File: src/rtl/lfp_pkg.sv
// Shared types and constants of the line-follow PID lap counter.
package lfp_pkg;

  localparam int unsigned SENS_W      = 5;
  localparam int unsigned GAIN_W      = 16;
  localparam int unsigned BASE_W      = 7;
  localparam int unsigned ILIM_W      = 15;
  localparam int unsigned LAP_W       = 8;
  localparam int unsigned HOLD_W      = 8;
  localparam int unsigned DRIVE_W     = 8;
  localparam int unsigned ISUM_W      = 16;
  localparam int unsigned MUL_B_W     = 16;
  localparam int unsigned PROD_W      = GAIN_W + 1 + MUL_B_W;
  localparam int unsigned ACC_W       = PROD_W + 2;
  localparam int unsigned CORR_MAG_W  = 8;
  localparam int unsigned CORR_W      = CORR_MAG_W + 1;
  localparam int unsigned SUMV_W      = CORR_W + 1;
  localparam int unsigned CFG_IDX_W   = 3;
  localparam int unsigned CFG_DATA_W  = 16;
  localparam int unsigned IN_TDATA_W  = 8;
  localparam int unsigned OUT_TDATA_W = 32;
  localparam logic [SENS_W-1:0] SENS_ALL = 5'h1F;

  typedef enum logic [CFG_IDX_W-1:0] {
    CFG_KP_GAIN        = 3'd0,
    CFG_KI_GAIN        = 3'd1,
    CFG_KD_GAIN        = 3'd2,
    CFG_BASE_DRIVE     = 3'd3,
    CFG_DRIVE_LIMIT    = 3'd4,
    CFG_INTEGRAL_LIMIT = 3'd5,
    CFG_TARGET_LAPS    = 3'd6,
    CFG_CORNER_HOLDOFF = 3'd7
  } cfg_idx_e;

  typedef enum logic [1:0] {
    SEL_P = 2'd0,
    SEL_I = 2'd1,
    SEL_D = 2'd2
  } mul_sel_e;

  typedef struct packed {
    logic     load;
    logic     zero;
    logic     hold;
    logic     div_start;
    logic     div_step;
    logic     pid_upd;
    logic     mul_en;
    mul_sel_e mul_sel;
    logic     acc_clr;
    logic     acc_add;
    logic     corr;
    logic     drive;
    logic     emit;
  } cmd_t;

  typedef struct packed {
    logic finished;
    logic holdoff_nz;
    logic div_done;
    logic out_busy;
  } sts_t;

endpackage

File: src/rtl/lfp_ctrl.sv
// Sequencer of the line-follow PID lap counter.
module lfp_ctrl (
  input  logic          clk_i,
  input  logic          rst_ni,
  input  logic          in_valid_i,
  output logic          in_ready_o,
  input  lfp_pkg::sts_t sts_i,
  output lfp_pkg::cmd_t cmd_o
);

  typedef enum logic [10:0] {
    S_IDLE  = 11'b000_0000_0001,
    S_CHECK = 11'b000_0000_0010,
    S_DIV   = 11'b000_0000_0100,
    S_PID   = 11'b000_0000_1000,
    S_MUL_P = 11'b000_0001_0000,
    S_MUL_I = 11'b000_0010_0000,
    S_MUL_D = 11'b000_0100_0000,
    S_ACC   = 11'b000_1000_0000,
    S_CORR  = 11'b001_0000_0000,
    S_DRIVE = 11'b010_0000_0000,
    S_OUT   = 11'b100_0000_0000
  } state_e;

  state_e state_q, state_d;

  always_comb begin
    state_d    = state_q;
    cmd_o      = '0;
    in_ready_o = 1'b0;
    unique case (state_q)
      S_IDLE: begin
        in_ready_o = 1'b1;
        if (in_valid_i) begin
          cmd_o.load = 1'b1;
          state_d    = S_CHECK;
        end
      end
      S_CHECK: begin
        priority if (sts_i.finished) begin
          cmd_o.zero = 1'b1;
          state_d    = S_OUT;
        end else if (sts_i.holdoff_nz) begin
          cmd_o.hold = 1'b1;
          state_d    = S_OUT;
        end else begin
          cmd_o.div_start = 1'b1;
          state_d         = S_DIV;
        end
      end
      S_DIV: begin
        if (sts_i.div_done) begin
          state_d = S_PID;
        end else begin
          cmd_o.div_step = 1'b1;
        end
      end
      S_PID: begin
        cmd_o.pid_upd = 1'b1;
        state_d       = S_MUL_P;
      end
      S_MUL_P: begin
        cmd_o.mul_en  = 1'b1;
        cmd_o.mul_sel = lfp_pkg::SEL_P;
        state_d       = S_MUL_I;
      end
      S_MUL_I: begin
        cmd_o.mul_en  = 1'b1;
        cmd_o.mul_sel = lfp_pkg::SEL_I;
        cmd_o.acc_add = 1'b1;
        cmd_o.acc_clr = 1'b1;
        state_d       = S_MUL_D;
      end
      S_MUL_D: begin
        cmd_o.mul_en  = 1'b1;
        cmd_o.mul_sel = lfp_pkg::SEL_D;
        cmd_o.acc_add = 1'b1;
        state_d       = S_ACC;
      end
      S_ACC: begin
        cmd_o.acc_add = 1'b1;
        state_d       = S_CORR;
      end
      S_CORR: begin
        cmd_o.corr = 1'b1;
        state_d    = S_DRIVE;
      end
      S_DRIVE: begin
        cmd_o.drive = 1'b1;
        state_d     = S_OUT;
      end
      S_OUT: begin
        if (!sts_i.out_busy) begin
          cmd_o.emit = 1'b1;
          state_d    = S_IDLE;
        end
      end
      default: state_d = S_IDLE;
    endcase
  end

  always_ff @(posedge clk_i or negedge rst_ni) begin
    if (!rst_ni) begin
      state_q <= S_IDLE;
    end else begin
      state_q <= state_d;
    end
  end

endmodule

File: src/rtl/lfp_dp.sv
// Datapath of the line-follow PID lap counter: registers, divider, MAC, drive logic.
module lfp_dp #(
  parameter int unsigned ERROR_FRAC_BITS = 8
) (
  input  logic                               clk_i,
  input  logic                               rst_ni,
  input  logic                               cfg_we_i,
  input  logic [lfp_pkg::CFG_IDX_W-1:0]      cfg_idx_i,
  input  logic [lfp_pkg::CFG_DATA_W-1:0]     cfg_data_i,
  input  logic [lfp_pkg::SENS_W-1:0]         sens_i,
  input  logic                               out_ready_i,
  output logic                               out_valid_o,
  output logic [lfp_pkg::OUT_TDATA_W-1:0]    out_data_o,
  input  lfp_pkg::cmd_t                      cmd_i,
  output lfp_pkg::sts_t                      sts_o
);

  localparam int unsigned F     = ERROR_FRAC_BITS;
  localparam int unsigned EW    = F + 3;
  localparam int unsigned DW    = F + 4;
  localparam int unsigned NW    = F + 2;
  localparam int unsigned CW    = $clog2(NW + 1);
  localparam int unsigned SHIFT = 8 + F;
  localparam int unsigned PADW  = lfp_pkg::OUT_TDATA_W - 3 * lfp_pkg::DRIVE_W - 2;

  // configuration
  logic [lfp_pkg::GAIN_W-1:0] kp_q, ki_q, kd_q;
  logic [lfp_pkg::BASE_W-1:0] base_q, dlim_q;
  logic [lfp_pkg::ILIM_W-1:0] ilim_q;
  logic [lfp_pkg::LAP_W-1:0]  target_q;
  logic [lfp_pkg::HOLD_W-1:0] chold_q;

  always_ff @(posedge clk_i or negedge rst_ni) begin
    if (!rst_ni) begin
      kp_q     <= 16'd6400;
      ki_q     <= 16'd26;
      kd_q     <= 16'd3840;
      base_q   <= 7'd60;
      dlim_q   <= 7'd90;
      ilim_q   <= 15'd25600;
      target_q <= 8'd1;
      chold_q  <= 8'd50;
    end else if (cfg_we_i) begin
      unique case (lfp_pkg::cfg_idx_e'(cfg_idx_i))
        lfp_pkg::CFG_KP_GAIN:        kp_q     <= cfg_data_i;
        lfp_pkg::CFG_KI_GAIN:        ki_q     <= cfg_data_i;
        lfp_pkg::CFG_KD_GAIN:        kd_q     <= cfg_data_i;
        lfp_pkg::CFG_BASE_DRIVE:     base_q   <= cfg_data_i[lfp_pkg::BASE_W-1:0];
        lfp_pkg::CFG_DRIVE_LIMIT:    dlim_q   <= cfg_data_i[lfp_pkg::BASE_W-1:0];
        lfp_pkg::CFG_INTEGRAL_LIMIT: ilim_q   <= cfg_data_i[lfp_pkg::ILIM_W-1:0];
        lfp_pkg::CFG_TARGET_LAPS:    target_q <= cfg_data_i[lfp_pkg::LAP_W-1:0];
        lfp_pkg::CFG_CORNER_HOLDOFF: chold_q  <= cfg_data_i[lfp_pkg::HOLD_W-1:0];
        default: ;
      endcase
    end
  end

  // sensor decode: weight +2 at bit 0 down to -2 at bit 4
  logic [lfp_pkg::SENS_W-1:0] sens_q;
  logic signed [3:0]          w_sum;
  logic [2:0]                 w_cnt;
  logic [1:0]                 w_mag;

  always_comb begin
    w_sum = '0;
    w_cnt = '0;
    for (int k = 0; k < lfp_pkg::SENS_W; k++) begin
      if (sens_q[k]) begin
        w_sum = w_sum + $signed(4'(2 - k));
        w_cnt = w_cnt + 3'd1;
      end
    end
    w_mag = w_sum[3] ? 2'(-w_sum) : w_sum[1:0];
  end

  // restoring divider, one quotient bit per step
  logic [NW-1:0] div_n_q, div_quo_q;
  logic [2:0]    div_r_q, div_c_q;
  logic [CW-1:0] div_cnt_q;
  logic          neg_q, zero_q;
  logic [3:0]    rem_sh;
  logic          rem_ge;

  assign rem_sh = {div_r_q, div_n_q[NW-1]};
  assign rem_ge = rem_sh >= {1'b0, div_c_q};

  always_ff @(posedge clk_i) begin
    if (cmd_i.div_start) begin
      div_n_q   <= {w_mag, {F{1'b0}}};
      div_r_q   <= '0;
      div_quo_q <= '0;
      div_c_q   <= w_cnt;
      div_cnt_q <= CW'(NW);
      neg_q     <= w_sum[3];
      zero_q    <= (w_cnt == 3'd0);
    end else if (cmd_i.div_step) begin
      div_n_q   <= div_n_q << 1;
      div_r_q   <= rem_ge ? 3'(rem_sh - {1'b0, div_c_q}) : rem_sh[2:0];
      div_quo_q <= {div_quo_q[NW-2:0], rem_ge};
      div_cnt_q <= div_cnt_q - CW'(1);
    end
  end

  logic signed [EW-1:0] e_w;
  logic [EW-1:0]        e_mag;

  assign e_mag = zero_q ? '0 : {1'b0, div_quo_q};
  assign e_w   = neg_q ? -$signed(e_mag) : $signed(e_mag);

  // PID state
  logic signed [lfp_pkg::ISUM_W-1:0] esum_q;
  logic signed [EW-1:0]              last_e_q, e_q;
  logic signed [DW-1:0]              d_q;
  logic signed [lfp_pkg::ISUM_W:0]   sum_w, lim_w, sum_sat;

  assign sum_w = (lfp_pkg::ISUM_W + 1)'(esum_q) + (lfp_pkg::ISUM_W + 1)'(e_w);
  assign lim_w = $signed({2'b00, ilim_q});

  always_comb begin
    priority if (sum_w > lim_w) begin
      sum_sat = lim_w;
    end else if (sum_w < -lim_w) begin
      sum_sat = -lim_w;
    end else begin
      sum_sat = sum_w;
    end
  end

  always_ff @(posedge clk_i or negedge rst_ni) begin
    if (!rst_ni) begin
      esum_q   <= '0;
      last_e_q <= '0;
    end else if (cmd_i.pid_upd) begin
      esum_q   <= lfp_pkg::ISUM_W'(sum_sat);
      last_e_q <= e_w;
    end
  end

  always_ff @(posedge clk_i) begin
    if (cmd_i.pid_upd) begin
      e_q <= e_w;
      d_q <= DW'(e_w) - DW'(last_e_q);
    end
  end

  // shared multiplier and accumulator
  logic [lfp_pkg::GAIN_W-1:0]         mul_gain;
  logic signed [lfp_pkg::MUL_B_W-1:0] mul_b;
  logic signed [lfp_pkg::PROD_W-1:0]  prod_q;
  logic signed [lfp_pkg::ACC_W-1:0]   acc_q;

  always_comb begin
    unique case (cmd_i.mul_sel)
      lfp_pkg::SEL_P: begin
        mul_gain = kp_q;
        mul_b    = lfp_pkg::MUL_B_W'(e_q);
      end
      lfp_pkg::SEL_I: begin
        mul_gain = ki_q;
        mul_b    = lfp_pkg::MUL_B_W'(esum_q);
      end
      lfp_pkg::SEL_D: begin
        mul_gain = kd_q;
        mul_b    = lfp_pkg::MUL_B_W'(d_q);
      end
      default: begin
        mul_gain = '0;
        mul_b    = '0;
      end
    endcase
  end

  always_ff @(posedge clk_i) begin
    if (cmd_i.mul_en) begin
      prod_q <= $signed({1'b0, mul_gain}) * mul_b;
    end
    if (cmd_i.acc_add) begin
      acc_q <= (cmd_i.acc_clr ? '0 : acc_q) + lfp_pkg::ACC_W'(prod_q);
    end
  end

  // correction: truncate toward zero, clamp magnitude (drives saturate anyway)
  logic [lfp_pkg::ACC_W-1:0]      acc_abs, acc_shr;
  logic [lfp_pkg::CORR_MAG_W-1:0] corr_mag;
  logic signed [lfp_pkg::CORR_W-1:0] corr_q;

  assign acc_abs  = acc_q[lfp_pkg::ACC_W-1] ? lfp_pkg::ACC_W'(-acc_q)
                                             : lfp_pkg::ACC_W'(acc_q);
  assign acc_shr  = acc_abs >> SHIFT;
  assign corr_mag = (acc_shr > lfp_pkg::ACC_W'({lfp_pkg::CORR_MAG_W{1'b1}}))
                    ? {lfp_pkg::CORR_MAG_W{1'b1}} : acc_shr[lfp_pkg::CORR_MAG_W-1:0];

  always_ff @(posedge clk_i) begin
    if (cmd_i.corr) begin
      corr_q <= acc_q[lfp_pkg::ACC_W-1] ? -$signed({1'b0, corr_mag})
                                         : $signed({1'b0, corr_mag});
    end
  end

  function automatic logic signed [lfp_pkg::DRIVE_W-1:0] sat_drive(
    input logic signed [lfp_pkg::SUMV_W-1:0] v,
    input logic [lfp_pkg::BASE_W-1:0]        lim
  );
    logic signed [lfp_pkg::SUMV_W-1:0] l;
    logic signed [lfp_pkg::SUMV_W-1:0] r;
    l = $signed({3'b000, lim});
    priority if (v > l) begin
      r = l;
    end else if (v < -l) begin
      r = -l;
    end else begin
      r = v;
    end
    return r[lfp_pkg::DRIVE_W-1:0];
  endfunction

  logic signed [lfp_pkg::SUMV_W-1:0]  base_w;
  logic signed [lfp_pkg::DRIVE_W-1:0] left_w, right_w;

  assign base_w  = $signed({3'b000, base_q});
  assign left_w  = sat_drive(base_w - lfp_pkg::SUMV_W'(corr_q), dlim_q);
  assign right_w = sat_drive(base_w + lfp_pkg::SUMV_W'(corr_q), dlim_q);

  // run state
  logic [1:0]                  phase_q;
  logic [lfp_pkg::LAP_W-1:0]   laps_q, laps_inc;
  logic [lfp_pkg::HOLD_W-1:0]  hold_q;
  logic                        fin_q;
  logic [lfp_pkg::DRIVE_W-1:0] held_l_q, held_r_q;
  logic [lfp_pkg::DRIVE_W-1:0] res_l_q, res_r_q;
  logic                        res_corner_q;

  assign laps_inc = laps_q + lfp_pkg::LAP_W'(1);

  always_ff @(posedge clk_i or negedge rst_ni) begin
    if (!rst_ni) begin
      phase_q  <= '0;
      laps_q   <= '0;
      hold_q   <= '0;
      fin_q    <= 1'b0;
      held_l_q <= '0;
      held_r_q <= '0;
    end else begin
      if (cmd_i.load && (laps_q >= target_q)) begin
        fin_q <= 1'b1;
      end
      if (cmd_i.hold) begin
        hold_q <= hold_q - lfp_pkg::HOLD_W'(1);
      end
      if (cmd_i.drive) begin
        held_l_q <= left_w;
        held_r_q <= right_w;
        if (sens_q == lfp_pkg::SENS_ALL) begin
          phase_q <= phase_q + 2'd1;
          hold_q  <= chold_q;
          if (phase_q == 2'd3) begin
            laps_q <= laps_inc;
            if (laps_inc >= target_q) begin
              fin_q <= 1'b1;
            end
          end
        end
      end
    end
  end

  always_ff @(posedge clk_i) begin
    if (cmd_i.load) begin
      sens_q <= sens_i;
    end
    if (cmd_i.zero) begin
      res_l_q      <= '0;
      res_r_q      <= '0;
      res_corner_q <= 1'b0;
    end else if (cmd_i.hold) begin
      res_l_q      <= held_l_q;
      res_r_q      <= held_r_q;
      res_corner_q <= 1'b0;
    end else if (cmd_i.drive) begin
      // a lap that meets the target stops the wheels on this very tick
      if ((sens_q == lfp_pkg::SENS_ALL) && (phase_q == 2'd3) && (laps_inc >= target_q)) begin
        res_l_q      <= '0;
        res_r_q      <= '0;
        res_corner_q <= 1'b0;
      end else begin
        res_l_q      <= left_w;
        res_r_q      <= right_w;
        res_corner_q <= (sens_q == lfp_pkg::SENS_ALL);
      end
    end
  end

  // output register
  logic                            out_valid_q;
  logic [lfp_pkg::OUT_TDATA_W-1:0] out_data_q;

  always_ff @(posedge clk_i or negedge rst_ni) begin
    if (!rst_ni) begin
      out_valid_q <= 1'b0;
    end else if (cmd_i.emit) begin
      out_valid_q <= 1'b1;
    end else if (out_ready_i) begin
      out_valid_q <= 1'b0;
    end
  end

  always_ff @(posedge clk_i) begin
    if (cmd_i.emit) begin
      out_data_q <= {{PADW{1'b0}}, fin_q, res_corner_q, laps_q, res_r_q, res_l_q};
    end
  end

  assign out_valid_o = out_valid_q;
  assign out_data_o  = out_data_q;

  assign sts_o.finished   = fin_q;
  assign sts_o.holdoff_nz = (hold_q != '0);
  assign sts_o.div_done   = (div_cnt_q == '0);
  assign sts_o.out_busy   = out_valid_q && !out_ready_i;

endmodule

File: src/rtl/line_follow_pid_lap_counter.sv
// Top level of the line-follow PID lap counter: sequencer plus datapath.
// A PID tick passes from input transfer to tvalid through the bit-serial position divider
// and one shared 17x16 multiplier used three times; holdoff and finished ticks skip both.
// One tick is in flight at a time: the next input is taken only once the previous result
// has been emitted, and it can be taken while that result waits in the output reg.
// Reset (async, active low) clears the PID, lap and holdoff state and loads defaults.
module line_follow_pid_lap_counter #(
  parameter int unsigned ERROR_FRAC_BITS = 8
) (
  input  logic                               clk_i,
  input  logic                               rst_ni,
  // configuration write port
  input  logic                               cfg_we_i,
  input  logic [lfp_pkg::CFG_IDX_W-1:0]      cfg_idx_i,
  input  logic [lfp_pkg::CFG_DATA_W-1:0]     cfg_data_i,
  // sensor stream
  input  logic                               s_axis_tvalid,
  output logic                               s_axis_tready,
  input  logic [lfp_pkg::IN_TDATA_W-1:0]     s_axis_tdata,  // [4:0] line_sensors
  // drive stream
  output logic                               m_axis_tvalid,
  input  logic                               m_axis_tready,
  // [7:0] left_drive, [15:8] right_drive, [23:16] lap_count,
  // [24] corner_seen, [25] run_done
  output logic [lfp_pkg::OUT_TDATA_W-1:0]    m_axis_tdata
);

  lfp_pkg::cmd_t cmd;
  lfp_pkg::sts_t sts;

  // Sequencer: accepts a tick in idle and checks it; a PID tick then steps the datapath
  // through divide, PID update, three multiplies, accumulate, correction and drive.
  lfp_ctrl u_ctrl (
    .clk_i      (clk_i),
    .rst_ni     (rst_ni),
    .in_valid_i (s_axis_tvalid),
    .in_ready_o (s_axis_tready),
    .sts_i      (sts),
    .cmd_o      (cmd)
  );

  // Datapath: holds configuration, PID and lap state, and the output register.
  lfp_dp #(
    .ERROR_FRAC_BITS (ERROR_FRAC_BITS)
  ) u_dp (
    .clk_i       (clk_i),
    .rst_ni      (rst_ni),
    .cfg_we_i    (cfg_we_i),
    .cfg_idx_i   (cfg_idx_i),
    .cfg_data_i  (cfg_data_i),
    .sens_i      (s_axis_tdata[lfp_pkg::SENS_W-1:0]),
    .out_ready_i (m_axis_tready),
    .out_valid_o (m_axis_tvalid),
    .out_data_o  (m_axis_tdata),
    .cmd_i       (cmd),
    .sts_o       (sts)
  );

`ifndef SYNTHESIS
  // A finished run shows stopped wheels and no corner.
  a_done_stopped: assert property (@(posedge clk_i) disable iff (!rst_ni)
    m_axis_tvalid && m_axis_tdata[25] |-> (m_axis_tdata[15:0] == 16'h0) && !m_axis_tdata[24])
    else $error("run_done result carries nonzero drive or corner");

  // One tick in flight: ready drops right after an input transfer.
  a_one_in_flight: assert property (@(posedge clk_i) disable iff (!rst_ni)
    s_axis_tvalid && s_axis_tready |=> !s_axis_tready)
    else $error("input accepted while a tick is in progress");
`endif

endmodule
File: config.mk
export PLATFORM = sky130hd
export DESIGN_NAME = line_follow_pid_lap_counter
export DESIGN_NICKNAME = d
export VERILOG_FILES = /design/src/rtl/lfp_pkg.sv /design/src/rtl/lfp_ctrl.sv /design/src/rtl/lfp_dp.sv /design/src/rtl/line_follow_pid_lap_counter.sv
export SDC_FILE = /design/constraint.sdc
export NUM_CORES = 1
export LEC_CHECK = 0
export ABC_AREA = 1
export BUFFER_PORTS_ARGS = -buffer_cell sky130_fd_sc_hd__buf_2
export CAP_MARGIN = 10
export CORE_MARGIN = 8
export CORE_UTILIZATION = 39
export CTS_CLUSTER_DIAMETER = 40
export CTS_CLUSTER_SIZE = 10
export DETAILED_ROUTE_END_ITERATION = 8
export GPL_TIMING_DRIVEN = 0
export HOLD_SLACK_MARGIN = 0.05
export SLEW_MARGIN = 20
export SYNTH_ARGS = -nofsm -noshare
export SYNTH_HDL_FRONTEND = slang
export SYNTH_SLANG_ARGS = --single-unit
File: constraint.sdc
create_clock -name clk_i -period 7.9 [get_ports clk_i]
set_clock_uncertainty 0.15 [all_clocks]
set_input_delay 1.58 -clock clk_i [delete_from_list [all_inputs] [get_ports clk_i]]
set_output_delay 1.58 -clock clk_i [all_outputs]
set_load 0.01 [all_outputs]
* Yosys cells after proc, flatten, opt, wreduce, memory -nomap -nowiden
Cells that the tools add are included.
Word-level totals: register bits after elaboration 339, input bits 32, output and inout bits 34, word-level logic and storage cells 189
Operators by class: $add $sub $neg 23, multiply operators 1, magnitude comparators 10, eq/ne operators 25, multiplexer cells 68, reductions and logical operators 26
Operators with widths (number):
- $pmux 11 s11 | 1
- $mux 8 | 15
- $pmux 16 s3 | 2
- $mux 35 | 2
- $mux 11 | 6
- $add 35x35->35 | 1
- $neg 35->35 | 1
- $mul 17x16->33 | 1
- $mux 16 | 2
- $mux 10 | 3
- $mux 1 | 24
- $gt 10x8->1 | 2
- $lt 10x10->1 | 2
- $gt 19x8->1 const B | 1
- $mux 3 | 6
- $reduce_and 2->1 | 9
- $add 16x11->17 | 1
- $gt 17x16->1 | 1
- $lt 17x17->1 | 1
- $neg 15->17 | 1
- $ge 8x8->1 | 2
- $eq 3x3->1 const B | 4
- $mux 4 | 3
- $sub 11x11->12 | 1
- 46 further kinds | 61

* Longest topological paths before layout
Gate-level depths: netlist of the first run.
depth after elaboration 10, mapped depth 40, mapped depth without buffers 38

* By module
From an unflattened synthesis of the first run, not the netlist that was laid out.
Second synthesis, totals: cells, all modules 3788, area, all modules 30204.0 sq um
Modules (own cells, without submodules):
- lfp_dp | instances 1, cells an instance 3679, area an instance 29427.0 sq um, sequential area each 8759.7 sq um
- lfp_ctrl | instances 1, cells an instance 109, area an instance 777.0 sq um, sequential area each 276.5 sq um

* Worst setup path after synthesis of the first run
OpenSTA, ideal clock, no wires.
path type reg2reg, start register u_ctrl.state_q[1], end register u_dp.prod_q[31] (netlist name), data pin, library setup time 0.262 ns, arrival 6.416 ns, data required time 7.488 ns, setup slack 1.071 ns, stages on the path, launching flop included 36, cells stage by stage dfrtp_1 > nor2_1 > inv_2 > nor2_2 > nand2_1 > inv_2 > nand2_1 > inv_2 > buf_4 > buf_6 > a22oi_1 > nand2_1 > buf_2 > nand2_1 > fa_1 > inv_1 > fa_1 > inv_1 > fa_1 > inv_1 > fa_1 > fa_1 > inv_1 > fa_1 > inv_1 > ha_1 > nand2_1 > nor2_1 > nand2_1 > o211ai_1 > nand2_1 > nand3_1 > nand4_1 > o211ai_1 > a21oi_1 > xor2_1
On the way: cells in the longest elaborated chain, start to end 5, elaborated cells on any way between the ends 10
RTL lines:
- start: declaration | line lfp_ctrl.sv:25 | state_e state_q, state_d;
- start signal: assignment | line lfp_ctrl.sv:106 | state_q <= state_d;
- $eq 11x7->1 (tied with other cells) | line lfp_ctrl.sv:31 | unique case (state_q)
- $pmux 3 s3 * | line lfp_ctrl.sv:31
- $eq 2x2->1 (tied with other cells) | line lfp_dp.sv:153 | unique case (cmd_i.mul_sel)
- $pmux 16 s3 | line lfp_dp.sv:153
- $mul 17x16->33 * | line lfp_dp.sv:175 | prod_q <= $signed({1'b0, mul_gain}) * mul_b;
- end signal: assignment | line lfp_dp.sv:175
- end: declaration | line lfp_dp.sv:149 | logic signed [lfp_pkg::PROD_W-1:0] prod_q;
Every way passes the cells marked *; elsewhere a longest branch is shown, timed or not. A chain may end at the register's enable or synchronous reset.

* Final worst setup path of the first run
Ends and elaborated chain as after synthesis.

==> results of run 1 <==
[state kept, by name, summed over array words and instances, names as in the netlist, 9 cells and up]
signal,cells
u_dp.d_q,12
u_dp.corr_q,9
u_dp.ki_q,16
u_dp.acc_q,35
u_dp.last_e_q,11
u_dp.ilim_q,15
u_ctrl.state_q,11
u_dp.prod_q,33
u_dp.e_q,11
u_dp.esum_q,16
u_dp.div_quo_q,10
u_dp.kd_q,16
u_dp.kp_q,16
u_dp.out_data_o,26
[per-stage QoR]
step / worst slack, ps / total power, W / cell area [µm²] / utilization [%] / cells
detailed placement: -296 / 0.00924 / 31600 / 41.6 / 4817
global route: 2.02 / 0.0136 / 34400 / 45.3 / 4956
global placement: -304 / 0.00920 / 31600 / 41.5 / 4816
finish: 321 / 0.0125 / 34400 / 45.3 / 4956
CTS: 3.02 / 0.0122 / 34100 / 44.9 / 4945
floorplan: 1070 / 0.00751 / 30000 / - / 3730
[Yosys cell counts (3+ instances only)]
cell type | number | area share, %
sky130_fd_sc_hd__clkbuf_1 | 33 | 0.41
sky130_fd_sc_hd__inv_2 | 19 | 0.24
sky130_fd_sc_hd__nor2_4 | 5 | 0.19
sky130_fd_sc_hd__nor3_1 | 25 | 0.42
sky130_fd_sc_hd__a211oi_1 | 5 | 0.13
sky130_fd_sc_hd__nor2_2 | 12 | 0.25
sky130_fd_sc_hd__o31ai_1 | 4 | 0.10
sky130_fd_sc_hd__nor2_1 | 270 | 3.4
sky130_fd_sc_hd__clkinv_1 | 3 | 0.038
sky130_fd_sc_hd__buf_6 | 5 | 0.19
sky130_fd_sc_hd__nand2_1 | 883 | 11
sky130_fd_sc_hd__dfxtp_1 | 34 | 2.3
sky130_fd_sc_hd__nand3_1 | 124 | 2.1
sky130_fd_sc_hd__a22oi_1 | 12 | 0.30
sky130_fd_sc_hd__or2_2 | 5 | 0.10
sky130_fd_sc_hd__nand3b_1 | 4 | 0.10
sky130_fd_sc_hd__a21o_1 | 4 | 0.10
sky130_fd_sc_hd__o21ai_0 | 255 | 4.3
sky130_fd_sc_hd__nor4_1 | 5 | 0.10
sky130_fd_sc_hd__nand2_2 | 9 | 0.19
sky130_fd_sc_hd__a21boi_0 | 3 | 0.075
sky130_fd_sc_hd__a22o_1 | 6 | 0.18
sky130_fd_sc_hd__a21oi_2 | 5 | 0.15
sky130_fd_sc_hd__ha_1 | 290 | 12
sky130_fd_sc_hd__a221oi_4 | 3 | 0.26
sky130_fd_sc_hd__o21ai_1 | 12 | 0.20
sky130_fd_sc_hd__a221oi_2 | 5 | 0.25
sky130_fd_sc_hd__fa_1 | 200 | 13
sky130_fd_sc_hd__nand4_1 | 29 | 0.61
sky130_fd_sc_hd__xor2_1 | 104 | 3.0
sky130_fd_sc_hd__a221oi_1 | 4 | 0.12
sky130_fd_sc_hd__a21oi_1 | 185 | 3.1
sky130_fd_sc_hd__o211ai_1 | 14 | 0.35
sky130_fd_sc_hd__dfrtp_1 | 141 | 12
sky130_fd_sc_hd__dfstp_2 | 26 | 2.3
sky130_fd_sc_hd__a31oi_1 | 15 | 0.31
sky130_fd_sc_hd__buf_2 | 42 | 0.70
sky130_fd_sc_hd__inv_1 | 697 | 8.7
sky130_fd_sc_hd__o21a_1 | 9 | 0.23
sky130_fd_sc_hd__buf_4 | 12 | 0.30
sky130_fd_sc_hd__xnor2_1 | 42 | 1.2
sky130_fd_sc_hd__edfxtp_1 | 138 | 14
sky130_fd_sc_hd__o21bai_1 | 3 | 0.075
[layer usage]
metal  vias to the layer above  wire, µm  GRT usage, %
met3                       120      4320          2.88
li1                      12105         -             -
met5                         -         0             0
met1                     11549     36000          24.7
met2                       578     36700          30.6
met4                         0      2580          5.70
[where the power goes]
| group | internal (W) | switching, W |
|---|---|---|
| combinational | 0.00283 | 0.00440 |
| sequential | 0.00228 | 0.0000938 |
| clock | 0.00187 | 0.00100 |
| total | 0.00698 | 0.00549 |
[worst register-to-register path, delay by kind of cell, from the launching register on]
kind                       cells  cell delay (ps)
AOI/OAI and AO/OA              3              480
xor gates and xnor gates       1              150
adders and majority gates      7             3540
buffers and inverters         12             1260
DFF                            1              410
and+or+nand+nor               11             1330
[kinds of logic (layout without fill, tap and decap cells)]
family | count (synthesis) | after routing | synth area share [%]
and+or+nand+nor | 1379 | 1379 | 18.8
muxes | 1 | 1 | 0.0376
DFF | 339 | 339 | 30.2
xor gates and xnor gates | 147 | 147 | 4.32
adders and majority gates | 490 | 490 | 25.5
other | 1 | 6 | 0.0125
AOI/OAI and AO/OA | 553 | 553 | 10.5
buffers and inverters | 815 | 1011 | 10.7
[worst paths after layout]
path	start	endpoint	slack, ps	cells past startpoint
max	u_ctrl.state_q[1]	u_dp.prod_q[31]	320	34
min in group asynchronous	rst_ni	u_dp.held_r_q[2]	810	1
min	u_dp.res_l_q[1]	u_dp.out_data_o[1]	270	0
min reg2reg	u_dp.res_l_q[1]	u_dp.out_data_o[1]	270	0
max reg2reg	u_ctrl.state_q[1]	u_dp.prod_q[31]	320	34
max in group asynchronous	rst_ni	u_dp.ilim_q[10]	5780	2
[timing repair]
item	CTS	global route
endpoints found under the setup margin	12	13
pin swaps	1	7
setup buffers	4	12
hold endpoints to repair	0	0
gates resized for setup	35	56
hold buffers	0	0
[cell type report]
class                      instances  area, µm²  share of cell area [%]
clock inverter                    39        478                    1.39
inverter                         719       2700                    7.85
sequential                       339       9040                    26.3
timing repair buffer              73        475                    1.38
buffer                            95        578                    1.68
multi-input combinational       2576      18000                    52.3
clock buffer                      85       1840                    5.34
tap                             1030       1290                    3.75
==> impl_metrics.yaml, run 1 <==
synthesis:
  yosys.cell_types.count: 62
  synthesis.area_mm2: 0.0300
  ys.warnings.count: 0
  synth.ff_latch_count: 339
  syn_avg_cell_area_um2: 8.04
  postSynthCellCount: 3725
  yosys_most_used_dff: "sky130_fd_sc_hd__dfrtp_1"
  ys_async_sr_fraction_pct: 49.3
  yosysSeqAreaShare_pct: 30.2
  edff_count_synth: 138
clock_tree:
  clk_root_buffer_cell: "sky130_fd_sc_hd__clkbuf_16"
  cts_num_sinks: 339
  cts_max_level: 3
  cts_max_path_buffers: 3
  cts.clk_slew.worst_paths_ps: 50
  clkLatencyLatePin_ps: 590
  cts_made_buffers: 67
  cts_tree: "yes"
setup_path:
  critPathLaunchType: "register"
  required_ps: 8070
  setup.worst_path.class: "register to register"
  critPathMaxFanout: 10
  arrival_ps: 7750
  critical_path.top_delay_family: "adder cells"
  buffering_stage_count_on_the_worst_path_with_inverters_included: 12
  cell_occurring_most_often_along_the_worst_timing_path: "sky130_fd_sc_hd__fa_1"
  crit_slowest_cell: "sky130_fd_sc_hd__fa_1"
  cp-end-kind: "register"
  critical_path.max_stage_delay_ps: 580
placement:
  dpl.hpwl_um: 62700
  place.port_buffers: 56
  gp_congestion: 0.906
route:
  vias_per_cell: 4.91
  dr_total_vias: 24352
  detailedRoute.firstIterationViolations: 1466
  remaining_drc_errors: 0
  routed_wirelength_um: 79600
  detailedRoute.firstPassIterationCount: 5
  routed_wire_length_per_instance_um: 16.1
  antenna_violating_nets_post_route: 0
grt:
  grt_max_degree: 88
  grt_pass1_vias: 24390
  grt.overflow.total: 0
  grt_pass1_wl_um: 128000
  groute.usage.overall_pct: 18.4
  grt_antenna_before_repair: 5
floorplan:
  die-width_um: 293
  pin_count: 66
  die_area_mm2: 0.0860
  coreArea_mm2: 0.0759
  std_cell_rows: 101
  initial_standard_cell_utilization_of_the_core_pct: 39.5
  die_span_in_y_um: 293
sta:
  setup-tns-final_ps: 0
  finalHoldViolations: 0
  final_min_period_over_clock_period_pct: 95.9
  fin_hold_ws_ps: 275
  maxSlewHeadroom_pct: 36.3
  timing_max_transition_violations_final: 0
  period_minus_slack_ps: 7580
  grt_setup_unrepaired: "no"
  setup_viol: 0
  max_freq_ghz: 0.132
  slew_of_the_pin_with_the_lowest_slew_margin_ps: 945
power_and_ir_drop:
  worst_ir_drop_vdd_mv: 0.551
  leakage_nw: 17.6
  p_per_area_mw_per_mm2: 363
final_layout:
  post_route_cells_drive_above_1_share_pct: 9.91
  filler_cell_count_in_the_final_layout: 7475
  layout_commonest_cell: "sky130_fd_sc_hd__nand2_1"
  insertedDiodeCount: 0
  layout.nets: 4393
  layout.cells.most_common_list: "sky130_fd_sc_hd__nand2_1 (872), sky130_fd_sc_hd__inv_1 (691), sky130_fd_sc_hd__ha_1 (285)"
  syn_to_final_growth_pct: 14.8
outcome:
  status: "finished clean"
hold_path:
  type_of_the_most_critical_hold_path: "register to register"
run:
  max_cap_violations: 0
Power figures use the tool's default switching activity.
==> run 2: changes to the inputs <==
==> constraint.sdc (replaced) <==
create_clock -name clk_i -period 7.9 [get_ports clk_i]
set_clock_uncertainty 0.15 [all_clocks]
set_input_delay 0.395 -clock clk_i [delete_from_list [all_inputs] [get_ports clk_i]]
set_output_delay 0.395 -clock clk_i [all_outputs]
set_load 0.01 [all_outputs]
==> impl_metrics.yaml, run 2 (synthesis results as in run 1) <==
route:
  detailedRoute.firstIterationViolations: 1552
  drt-met1-wl_um: 36200
  antenna_violating_nets_post_route: 0
  wl_met3_um: 4300
  dr_total_vias: 24430
  remaining_drc_errors: 0
  dr_wl_met2_um: 36900
  top_layer_used: "met4"
  vias_per_cell: 4.91
  routed_wirelength_um: 79900
  detailedRoute.firstPassIterationCount: 5
  routed_wire_length_per_instance_um: 16.1
setup_path:
  buffering_stage_count_on_the_worst_path_with_inverters_included: 10
  cp-end-kind: "register"
  arrival_ps: 7750
  rrSetupSlack_ps: 320
  critical_path.top_delay_family: "adder cells"
  critPathLaunchType: "register"
  critical_path.reg2reg.endpoint: "u_dp.prod_q[31]"
  cell_occurring_most_often_along_the_worst_timing_path: "sky130_fd_sc_hd__fa_1"
  required_ps: 8070
  reg2reg_from: "u_ctrl.state_q[0]"
  crit_slowest_cell: "sky130_fd_sc_hd__fa_1"
  setup.worst_path.class: "register to register"
  critPathMaxFanout: 10
  critical_path.max_stage_delay_ps: 580
  worstRegToRegCells: 32
sta:
  grt_setup_unrepaired: "no"
  setup_viol: 0
  final.setup.worst_slack_ps: 322
  maxSlewHeadroom_pct: 38.6
  final_min_period_over_clock_period_pct: 95.9
  period_minus_slack_ps: 7580
  timing_max_transition_violations_final: 0
  slew_of_the_pin_with_the_lowest_slew_margin_ps: 913
  finalHoldViolations: 0
  max_freq_ghz: 0.132
  fin_hold_ws_ps: 91.1
floorplan:
  coreArea_mm2: 0.0759
  std_cell_rows: 101
  initial_standard_cell_utilization_of_the_core_pct: 39.5
  die_area_mm2: 0.0860
  die-width_um: 293
  die_span_in_y_um: 293
  pin_count: 66
hold_path:
  timing.hold.worst.start: "cfg_data_i[11]"
  hold-path-endpoint: "u_dp.ki_q[11]"
  type_of_the_most_critical_hold_path: "input pin to register"
  min_delay_path_depth: 3
final_layout:
  syn_to_final_growth_pct: 15.4
  post_route_cells_drive_above_1_share_pct: 9.86
  multi_input_logic_area_mm2: 0.0180
  finish.instance_area_mm2: 0.0346
  finish.cell_count_without_fillers: 4974
  layout.cells.most_common_list: "sky130_fd_sc_hd__nand2_1 (872), sky130_fd_sc_hd__inv_1 (691), sky130_fd_sc_hd__ha_1 (285)"
  insertedDiodeCount: 0
  filler_cell_count_in_the_final_layout: 7458
  register_ranked_first_by_flip_flop_count: "u_dp.acc_q"
  largest_register_ff_count: 35
  register_area_mm2: 0.00904
  layout.nets: 4411
  layout_commonest_cell: "sky130_fd_sc_hd__nand2_1"
power_and_ir_drop:
  leakage_nw: 17.7
  p_per_area_mw_per_mm2: 361
  worst_ir_drop_vdd_mv: 0.551
  total_power_w: 0.0125
clock_tree:
  cts_max_level: 3
  clkLatencyLatePin_ps: 590
  cts_tree: "yes"
  clk_root_buffer_cell: "sky130_fd_sc_hd__clkbuf_16"
  cts_made_buffers: 67
  cts_max_path_buffers: 3
  cts_num_sinks: 339
  cts.clk_slew.worst_paths_ps: 50
grt:
  grt_pass1_vias: 24497
  grt_pass1_wl_um: 129000
  grt_max_degree: 88
  grt_antenna_before_repair: 5
  groute.usage.overall_pct: 18.5
  grt.overflow.total: 0
placement:
  dp_slack_ps: -296
  dpl.hpwl_um: 62700
  placed_cell_area_mm2: 0.0316
  gp_congestion: 0.906
  dp.cells: 4817
  place.port_buffers: 56
outcome:
  status: "finished clean"
run:
  max_cap_violations: 0
run 2: cell type report:
| type | instances | area share, % |
|---|---|---|
| buffer | 95 | 1.67 |
| clock inverter | 39 | 1.38 |
| multi-input combinational | 2576 | 52.1 |
| tap | 1030 | 3.73 |
| inverter | 719 | 7.81 |
| sequential | 339 | 26.1 |
| clock buffer | 85 | 5.31 |
| timing repair buffer | 91 | 1.90 |
run 2: timing repair:
action	4_1_cts	5_1_grt
setup buffers	4	12
pin swaps	1	7
endpoints found under the hold margin	93	0
hold buffers	18	0
endpoints found under the setup margin	12	13
gates resized for setup	35	56
run 2: power breakdown:
group | internal [W] | switching, W
logic | 0.00283 | 0.00440
clock network | 0.00187 | 0.00100
registers | 0.00228 | 0.0000941
run 2: layer usage:
metal	vias up	GRT usage (%)
li1	12136	-
met1	11595	24.7
met2	582	30.7
met3	117	2.87
met4	0	5.62
met5	-	0
run 2: worst max path at each step:
stage | from | endpoint | cells past startpoint
finish | u_ctrl.state_q[0] | u_dp.prod_q[31] | 32
global route | u_ctrl.state_q[3] | u_dp.prod_q[31] | 36
CTS | u_ctrl.state_q[1] | u_dp.prod_q[31] | 35
global placement | u_ctrl.state_q[1] | u_dp.prod_q[31] | 32
floorplan | u_ctrl.state_q[1] | u_dp.prod_q[31] | 35
detailed placement | u_ctrl.state_q[1] | u_dp.prod_q[31] | 37
run 2: worst min-delay path, delay by kind of cell:
family | cells | cell delay, ps
buffers and inverters | 2 | 200
AO/OA/AOI/OAI | 1 | 180
run 2: stage by stage:
stage / utilization, % / TNS, ps
final: 45.5 / 0
after global routing: 45.5 / 0
after CTS: 45.1 / 0
after detailed placement: 41.6 / -1690
after global placement: 41.5 / -1900
after floorplan: - / 0
==> run 3: changes to the inputs <==
--- a/config.mk
+++ b/config.mk
@@ -18,4 +18,5 @@
 export SLEW_MARGIN = 20
 export SYNTH_ARGS = -nofsm -noshare
 export SYNTH_HDL_FRONTEND = slang
+export SYNTH_HIERARCHICAL = 1
 export SYNTH_SLANG_ARGS = --single-unit
==> impl_metrics.yaml, run 3 <==
clock_tree:
  cts_tree: "yes"
  cts_max_path_buffers: 3
  clk_root_buffer_cell: "sky130_fd_sc_hd__clkbuf_16"
  cts_num_sinks: 339
  cts_max_level: 2
  clkLatencyLatePin_ps: 610
  cts.clk_slew.worst_paths_ps: 60
  cts_made_buffers: 58
setup_path:
  arrival_ps: 7790
  critPathLaunchType: "register"
  crit_slowest_cell: "sky130_fd_sc_hd__fa_1"
  cp-end-kind: "register"
  critical_path.top_delay_family: "adder cells"
  required_ps: 8090
  setup.worst_path.class: "register to register"
  critPathMaxFanout: 10
  critical_path.max_stage_delay_ps: 600
  buffering_stage_count_on_the_worst_path_with_inverters_included: 11
power_and_ir_drop:
  seq_power_share_pct: 19.6
  power.clock.fraction_pct: 20.6
  sw_frac_of_total_pct: 44.9
  power_report.internal_total_w: 0.00679
  worst_ir_drop_vdd_mv: 0.446
  leakage_nw: 17.9
  total_power_w: 0.0123
  fraction_of_power_consumed_by_combinational_cells_pct: 59.8
  net_load_switching_power_w: 0.00553
  p_per_area_mw_per_mm2: 355
synthesis:
  ys_async_sr_fraction_pct: 49.3
  yosys_most_used_dff: "sky130_fd_sc_hd__dfrtp_1"
  synth_top_cell_area_share_pct: 13.7
  ys.warnings.count: 6
  netlist.top_cell.by_area: "sky130_fd_sc_hd__edfxtp_1"
  ys_top_cells_by_count: "sky130_fd_sc_hd__nand2_1 (961), sky130_fd_sc_hd__inv_1 (705), sky130_fd_sc_hd__ha_1 (290)"
  edff_count_synth: 138
  post_synth_main_area_contributors: "sky130_fd_sc_hd__edfxtp_1 (14%), sky130_fd_sc_hd__fa_1 (13%), sky130_fd_sc_hd__ha_1 (12%), sky130_fd_sc_hd__nand2_1 (12%), sky130_fd_sc_hd__dfrtp_1 (12%)"
  synth.ff_latch_count: 339
  yosysSeqAreaShare_pct: 29.9
  postSynthCellCount: 3788
  synthesis.area_mm2: 0.0302
  yosysMostFrequentCell: "sky130_fd_sc_hd__nand2_1"
  syn_avg_cell_area_um2: 7.97
  yosys.cell_types.count: 65
sta:
  timing_max_transition_violations_final: 0
  maxSlewHeadroom_pct: 29.2
  period_minus_slack_ps: 7600
  setup_viol: 0
  final_min_period_over_clock_period_pct: 96.2
  final.setup.worst_slack_ps: 302
  grt_setup_unrepaired: "no"
  finalHoldViolations: 0
  slew_of_the_pin_with_the_lowest_slew_margin_ps: 1050
  max_freq_ghz: 0.132
  fin_hold_ws_ps: 134
run:
  max_cap_violations: 0
route:
  detailedRoute.firstPassIterationCount: 5
  remaining_drc_errors: 0
  dr_total_vias: 24780
  routed_wire_length_per_instance_um: 15.8
  routed_wirelength_um: 79800
  vias_per_cell: 4.92
  antenna_violating_nets_post_route: 0
  detailedRoute.firstIterationViolations: 1424
final_layout:
  layout_commonest_cell: "sky130_fd_sc_hd__nand2_1"
  layout.cells.most_common_list: "sky130_fd_sc_hd__nand2_1 (955), sky130_fd_sc_hd__inv_1 (698), sky130_fd_sc_hd__ha_1 (288)"
  finish.instance_area_mm2: 0.0347
  layout.nets: 4464
  register_ranked_first_by_flip_flop_count: "u_dp/acc_q"
  post_route_cells_drive_above_1_share_pct: 9.69
  syn_to_final_growth_pct: 14.7
  largest_register_ff_count: 35
  utilization_pct: 45.0
floorplan:
  std_cell_rows: 102
  pin_count: 66
  initial_standard_cell_utilization_of_the_core_pct: 39.2
  die-width_um: 294
  die_area_mm2: 0.0866
  die_span_in_y_um: 294
  coreArea_mm2: 0.0771
grt:
  grt_pass1_wl_um: 129000
  groute.usage.overall_pct: 18.4
  grt_pass1_vias: 24574
  met1_usage_pct: 24.6
  busiest_layer: "met2"
  grt.overflow.total: 0
  grtUsageMet3_pct: 2.77
  grt_met2_usage_pct: 30.3
  grt_antenna_before_repair: 1
  grt_max_degree: 88
placement:
  place.port_buffers: 56
  dpl.hpwl_um: 63100
  gp_congestion: 0.904
  placed_cell_area_mm2: 0.0319
  dp_slack_ps: -1050
outcome:
  status: "finished clean"
hold_path:
  type_of_the_most_critical_hold_path: "input pin to register"
-- run 3: kinds of logic (layout without fill, tap and decap cells) --
group                      count (synthesis)  after routing  share of synthesized area [%]
and+or+nand+nor                         1476           1476                           20.5
xor gates and xnor gates                 151            151                           4.44
AOI/OAI and AO/OA                        510            510                           9.45
DFF                                      339            339                           29.9
other                                      1              7                         0.0124
adders and majority gates                490            490                           25.3
muxes                                      1              1                         0.0373
buffers and inverters                    820           1019                           10.4
-- run 3: path summary, 6_finish.rpt --
kind / startpoint / to / slack [ps] / cells past startpoint
max: u_ctrl/state_q[10] / u_dp/prod_q[28] / 300 / 32
min: cfg_idx_i[0] / u_dp/chold_q[1] / 130 / 5
max reg2reg: u_ctrl/state_q[10] / u_dp/prod_q[28] / 300 / 32
min reg2reg: u_dp/res_r_q[0] / u_dp/out_data_o[8] / 280 / 0
max in group asynchronous: rst_ni / u_dp/dlim_q[6] / 6400 / 3
min in group asynchronous: rst_ni / u_dp/last_e_q[9] / 220 / 2
-- run 3: through the flow --
step           cells  setup TNS (ps)
5_1_grt         5033               0
2_1_floorplan   3793               0
3_3_place_gp    4889           -8030
4_1_cts         5026               0
3_5_place_dp    4893           -8650
6_report        5033               0
-- run 3: what timing repair did --
action | 4_1_cts | 5_1_grt
hold endpoints to repair | 115 | 0
resized for setup | 87 | 79
cloned | 0 | 0
buffers inserted | 3 | 7
hold buffers | 20 | 0
endpoints found under the setup margin | 18 | 16
pin swaps | 3 | 7
-- run 3: final cells by class --
cell class | instances | area (µm²)
multi-input combinational | 2634 | 18400
inverter | 716 | 2690
clock inverter | 35 | 408
antenna | 1 | 2.50
timing repair buffer | 90 | 638
buffer | 103 | 582
fill | 7658 | 42400
tap | 1040 | 1300
sequential | 339 | 9040
clock buffer | 75 | 1600
-- run 3: routing by layer --
metal | vias up | wire [µm]
met5 | - | 0
li1 | 12309 | -
met1 | 11755 | 36100
met2 | 566 | 36400
met3 | 150 | 4220
met4 | 0 | 2990
-- run 3: tightest hold or removal path, stage by stage --
cell,delay [ps]
sky130_fd_sc_hd__buf_2,120
sky130_fd_sc_hd__inv_1,70
sky130_fd_sc_hd__nor3_1,140
sky130_fd_sc_hd__nand2_1,80
sky130_fd_sc_hd__o21ai_0,70
-- run 3: power by group through the flow --
stage	clock network [W]	registers (W)	logic (W)
floorplan	0	0.00240	0.00549
global placement	0	0.00243	0.00706
detailed placement	0	0.00243	0.00714
CTS	0.00259	0.00241	0.00728
global route	0.00267	0.00243	0.00850
finish	0.00254	0.00241	0.00737
